File: config.mk
export PLATFORM = sky130hd
export DESIGN_NAME = tli_div
export DESIGN_NICKNAME = d
export VERILOG_FILES = /design/src/rtl/tli_pkg.sv /design/src/rtl/tli_div.sv
export SDC_FILE = /design/constraint.sdc
export NUM_CORES = 1
export LEC_CHECK = 0
export BUFFER_PORTS_ARGS = -buffer_cell sky130_fd_sc_hd__clkbuf_2
export CORE_ASPECT_RATIO = 1.25
export CORE_UTILIZATION = 35
export CTS_CLUSTER_DIAMETER = 200
export DETAILED_ROUTE_END_ITERATION = 8
export HOLD_SLACK_MARGIN = 0.03
export PLACE_DENSITY = 0.58
export SYNTH_ARGS = -nofsm -noshare
export SYNTH_HDL_FRONTEND = slang
export SYNTH_SLANG_ARGS = --single-unit
File: constraint.sdc
create_clock -name clk -period 4.17 [get_ports clk]
set_input_delay 0.834 -clock clk [delete_from_list [all_inputs] [get_ports clk]]
set_output_delay 0.834 -clock clk [all_outputs]
set_load 0.02 [all_outputs]
File: src/rtl/tli_pkg.sv
// Shared types and codes for the table interpolator.
package tli_pkg;

  localparam int DATA_W = 32;

  typedef logic signed [DATA_W-1:0] word_t;
  typedef logic [2*DATA_W-1:0]      dword_t;
  typedef logic [1:0]               status_t;

  // item function codes
  localparam logic FUNC_WRITE = 1'b0;
  localparam logic FUNC_QUERY = 1'b1;

  // result status codes
  localparam status_t STATUS_OK     = 2'd0;
  localparam status_t STATUS_RANGE  = 2'd1;
  localparam status_t STATUS_COLUMN = 2'd2;

  // register index, taken from paddr[2]
  localparam logic REG_ROWS = 1'b0;
  localparam logic REG_COLS = 1'b1;

endpackage

File: src/rtl/tli_div.sv
// Radix-2 restoring divider: 64-bit dividend by 32-bit divisor, 32-bit quotient.
module tli_div
  import tli_pkg::*;
(
  input  logic         clk,
  input  logic         rst_n,
  input  logic         start,
  input  dword_t       dividend,
  input  word_t        divisor,
  output logic         done,
  output word_t        quotient
);

  // caller guarantees dividend[63:32] < divisor, so the quotient fits 32 bits
  logic              busy_r;
  logic              done_r;
  logic [4:0]        cnt_r;
  logic [DATA_W-1:0] rem_r;
  logic [DATA_W-1:0] low_r;
  logic [DATA_W-1:0] dvs_r;

  logic [DATA_W:0]   sh;
  logic [DATA_W:0]   diff;
  logic              qbit;

  assign sh   = {rem_r, low_r[DATA_W-1]};
  assign diff = sh - {1'b0, dvs_r};
  assign qbit = (sh >= {1'b0, dvs_r});

  always_ff @(posedge clk) begin
    if (!rst_n) begin
      busy_r <= 1'b0;
      done_r <= 1'b0;
      cnt_r  <= '0;
    end else begin
      // one-cycle pulse after the last iteration
      done_r <= busy_r && !start && (cnt_r == 5'd31);
      if (start) begin
        busy_r <= 1'b1;
        cnt_r  <= '0;
      end else if (busy_r) begin
        cnt_r <= cnt_r + 5'd1;
        if (cnt_r == 5'd31) begin
          busy_r <= 1'b0;
        end
      end
    end
  end

  always_ff @(posedge clk) begin
    if (start) begin
      rem_r <= dividend[2*DATA_W-1:DATA_W];
      low_r <= dividend[DATA_W-1:0];
      dvs_r <= divisor;
    end else if (busy_r) begin
      rem_r <= qbit ? diff[DATA_W-1:0] : sh[DATA_W-1:0];
      low_r <= {low_r[DATA_W-2:0], qbit};
    end
  end

  assign done     = done_r;
  assign quotient = low_r;

endmodule
==> results.py <==
metrics = {
    "synthesis": {
        "yosysWarningCount": 0,
        "yosys-top-cells-area": "edfxtp_1 (48%), ha_1 (7.1%), mux2_2 (6.2%)",
        "yosysUniqueCellTypes": 59,
        "syn_inst": 546,
        "syn_area_per_cell_um2": 11.0,
        "synth-seq-cells": 103,
        "synth_flop_cell": "edfxtp_1",
        "synthArstFlopShare_pct": 0,
        "syn_nets": 680,
        "syn-cell-area_mm2": 0.00600,
        "synth_edf_count": 96,
        "synth_top_cell_by_area": "edfxtp_1",
        "yosysSeqAreaShare_pct": 50.4,
        "synth.top_cell.area_share_pct": 48.1,
    },
    "drt": {
        "post_drt_wl_per_cell_um": 16.0,
        "vias": 4636,
        "drc": 0,
        "drt-vias-per-instance": 5.14,
        "drtIter0Drc": 202,
        "wl_um": 14400,
        "ant_nets": 0,
        "first_pass_iters": 4,
    },
    "finish": {
        "fillers": 1605,
        "final_nets": 811,
        "syn_to_final_growth_pct": 20.3,
        "drive_gt1_share_pct": 30.1,
        "antennaDiodeCount": 0,
    },
    "status": {
        "outcome": "finished, final reports clean",
    },
    "timing": {
        "rsz0062_at_grt": "false",
        "max_freq_ghz": 0.283,
        "hold_viol_final": 0,
        "finalCritPeriodShare_pct": 84.6,
        "finalWorstSetupSlack_ns": 0.642,
        "setup_violations": 0,
        "clock_skew_ns": 0.00996,
        "slew_headroom_pct": 45.0,
        "hold-worst-slack_ns": 0.511,
        "worst_pin_slew_ns": 0.825,
        "finalCriticalPeriod_ns": 3.53,
        "slew_viol_final": 0,
        "tns_ns": 0,
    },
    "die": {
        "num_rows": 53,
        "die_y_um": 148,
        "start_util_pct": 35.8,
        "die_w_um": 119,
        "die_area_mm2": 0.0177,
        "num_io_pins": 132,
        "coreArea_mm2": 0.0168,
    },
    "clock_network": {
        "cts_max_path_buffers": 2,
        "root_buffer": "clkbuf_16",
        "tritoncts": "built",
        "cts.repair.resized": 0,
        "clock_sinks": 103,
        "numCtsBuffers": 9,
        "cts_setup_buffers": 0,
        "cts_hold_buf": 0,
        "clk_pin_slew_ns": 0.08,
        "h-tree-depth": 3,
        "insertion_delay_ns": 0.36,
    },
    "worst_setup_path": {
        "cp_data_arrival_time_ns": 3.62,
        "crit_fanout": 12,
        "worstPathRequired_ns": 4.26,
        "worstSetupEndpointType": "flop",
        "cp-start-kind": "flop",
        "reg2reg_depth": 11,
        "crit_type": "flop to flop",
    },
    "place": {
        "post-place-ws_ns": 0.621,
        "place_congestion": 0.902,
        "io_buffer_count": 131,
        "dp_hpwl_um": 10900,
    },
    "min_path": {
        "hold_path_depth": 2,
        "hold_path.class": "flop to flop",
    },
    "global_route": {
        "grt_first_pass_wirelength_um": 23800,
        "antenna_found_initial": 0,
        "use_met2_pct": 28.9,
        "grt_use_total_pct": 17.0,
        "grt_pass1_vias": 4937,
        "met1_usage_pct": 20.7,
        "grt_max_degree": 39,
        "met3_usage_pct": 4.45,
        "grt_overflow": 0,
        "busiest_layer": "met2",
    },
    "pwr": {
        "p_per_area_mw_per_mm2": 498,
        "ir_drop_mv": 0.212,
        "p_leak_nw": 3.10,
    },
    "flow_run": {
        "cap_violations": 0,
    },
}
## power by group
| group | switching (mW) | internal, mW | leakage (nW) |
|---|---|---|---|
| Clock | 0.417 | 0.420 | 0.137 |
| Combinational | 0.773 | 0.584 | 1.95 |
| Sequential | 0.0776 | 1.32 | 1.01 |
## worst max-delay path, cell delays in order, from the launching register on
cell      delay [ns]
edfxtp_1        0.40
ha_1            0.39
a21o_1          0.23
a21o_1          0.18
a21oi_1         0.23
o21bai_1        0.09
a211o_1         0.29
a211o_1         0.38
or2_1           0.45
buf_4           0.25
a311oi_1        0.27
a21oi_1         0.08
## kinds of logic after synthesis
| group | synth area share [%] |
|---|---|
| buffers and inverters | 4.53 |
| DFF | 50.4 |
| muxes | 7.36 |
| xor gates and xnor gates | 3.80 |
| adders and majority gates | 7.42 |
| AOI/OAI and AO/OA | 15.4 |
| and+or+nand+nor | 11.1 |
## path summary, 6_finish.rpt
path	startpoint	end	slack [ns]
worst max-delay path	rem_r[25]$_DFFE_PP_	rem_r[25]$_DFFE_PP_	0.64
worst min-delay path	cnt_r[4]$_SDFFE_PP0P_	cnt_r[4]$_SDFFE_PP0P_	0.51
worst max register to register	rem_r[25]$_DFFE_PP_	rem_r[25]$_DFFE_PP_	0.64
worst min register to register	cnt_r[4]$_SDFFE_PP0P_	cnt_r[4]$_SDFFE_PP0P_	0.51
## layout make-up
class / count / area [um^2] / area share (%)
inverters: 44 / 165 / 2.29
clock inverters: 7 / 63.8 / 0.884
well taps: 220 / 275 / 3.81
clock buffers: 9 / 225 / 3.12
flip-flops and latches: 103 / 3020 / 41.9
multi-input cells: 378 / 2710 / 37.5
repair buffers: 141 / 758 / 10.5
## synthesized netlist by cell type (3+ instances only)
library cell	number
o2bb2ai_1	3
xor2_1	8
mux2i_1	7
xnor2_1	18
edfxtp_1	96
nor2_1	42
nand3_1	8
a21oi_1	34
buf_4	6
and3_1	3
nand2_1	61
dfxtp_1	7
buf_2	4
o21ai_0	19
o21a_1	3
o21bai_1	3
nor3_1	5
a31oi_1	25
ha_1	34
mux2_2	33
a2bb2oi_1	3
nand4_1	4
clkbuf_1	11
and4_1	3
a21o_1	14
inv_1	44
a211o_1	3
## layout by cell type (no fill, tap or decap), types with 4 or more instances in the layout
cell type,n
nor3_1,5
buf_4,9
clkbuf_2,130
dfxtp_1,7
a31oi_1,25
o21ai_0,19
inv_1,44
nor2_1,42
a21oi_1,34
nand4_1,4
nand3_1,8
edfxtp_1,96
mux2_2,33
clkbuf_16,9
inv_8,4
nand2_1,61
ha_1,34
a21o_1,14
mux2i_1,7
xor2_1,8
xnor2_1,18
## stage by stage
stage / cell area (um^2) / instances / total power [mW] / utilization (%)
after CTS: 7220 / 902 / 3.62 / 43.0
after floorplan: 6000 / 546 / 2.43 / -
after global placement: 6930 / 886 / 2.76 / 41.3
after detailed placement: 6930 / 886 / 2.78 / 41.3
after global routing: 7220 / 902 / 3.82 / 43.0
final: 7220 / 902 / 3.59 / 43.0
## routing by layer
layer,share of wire (%),wire length [um],up-vias
li1,-,-,2264
met1,43,6240,2218
met2,48,6950,139
met3,7.0,1010,15
met4,1.6,228,0
met5,0,0,-
## sequential cells by signal, indices dropped and copies added (netlist names)
register,flops
busy_r,1
cnt_r,5
done,1
dvs_r,32
quotient,32
rem_r,32
(Power assumes the default switching activity.)
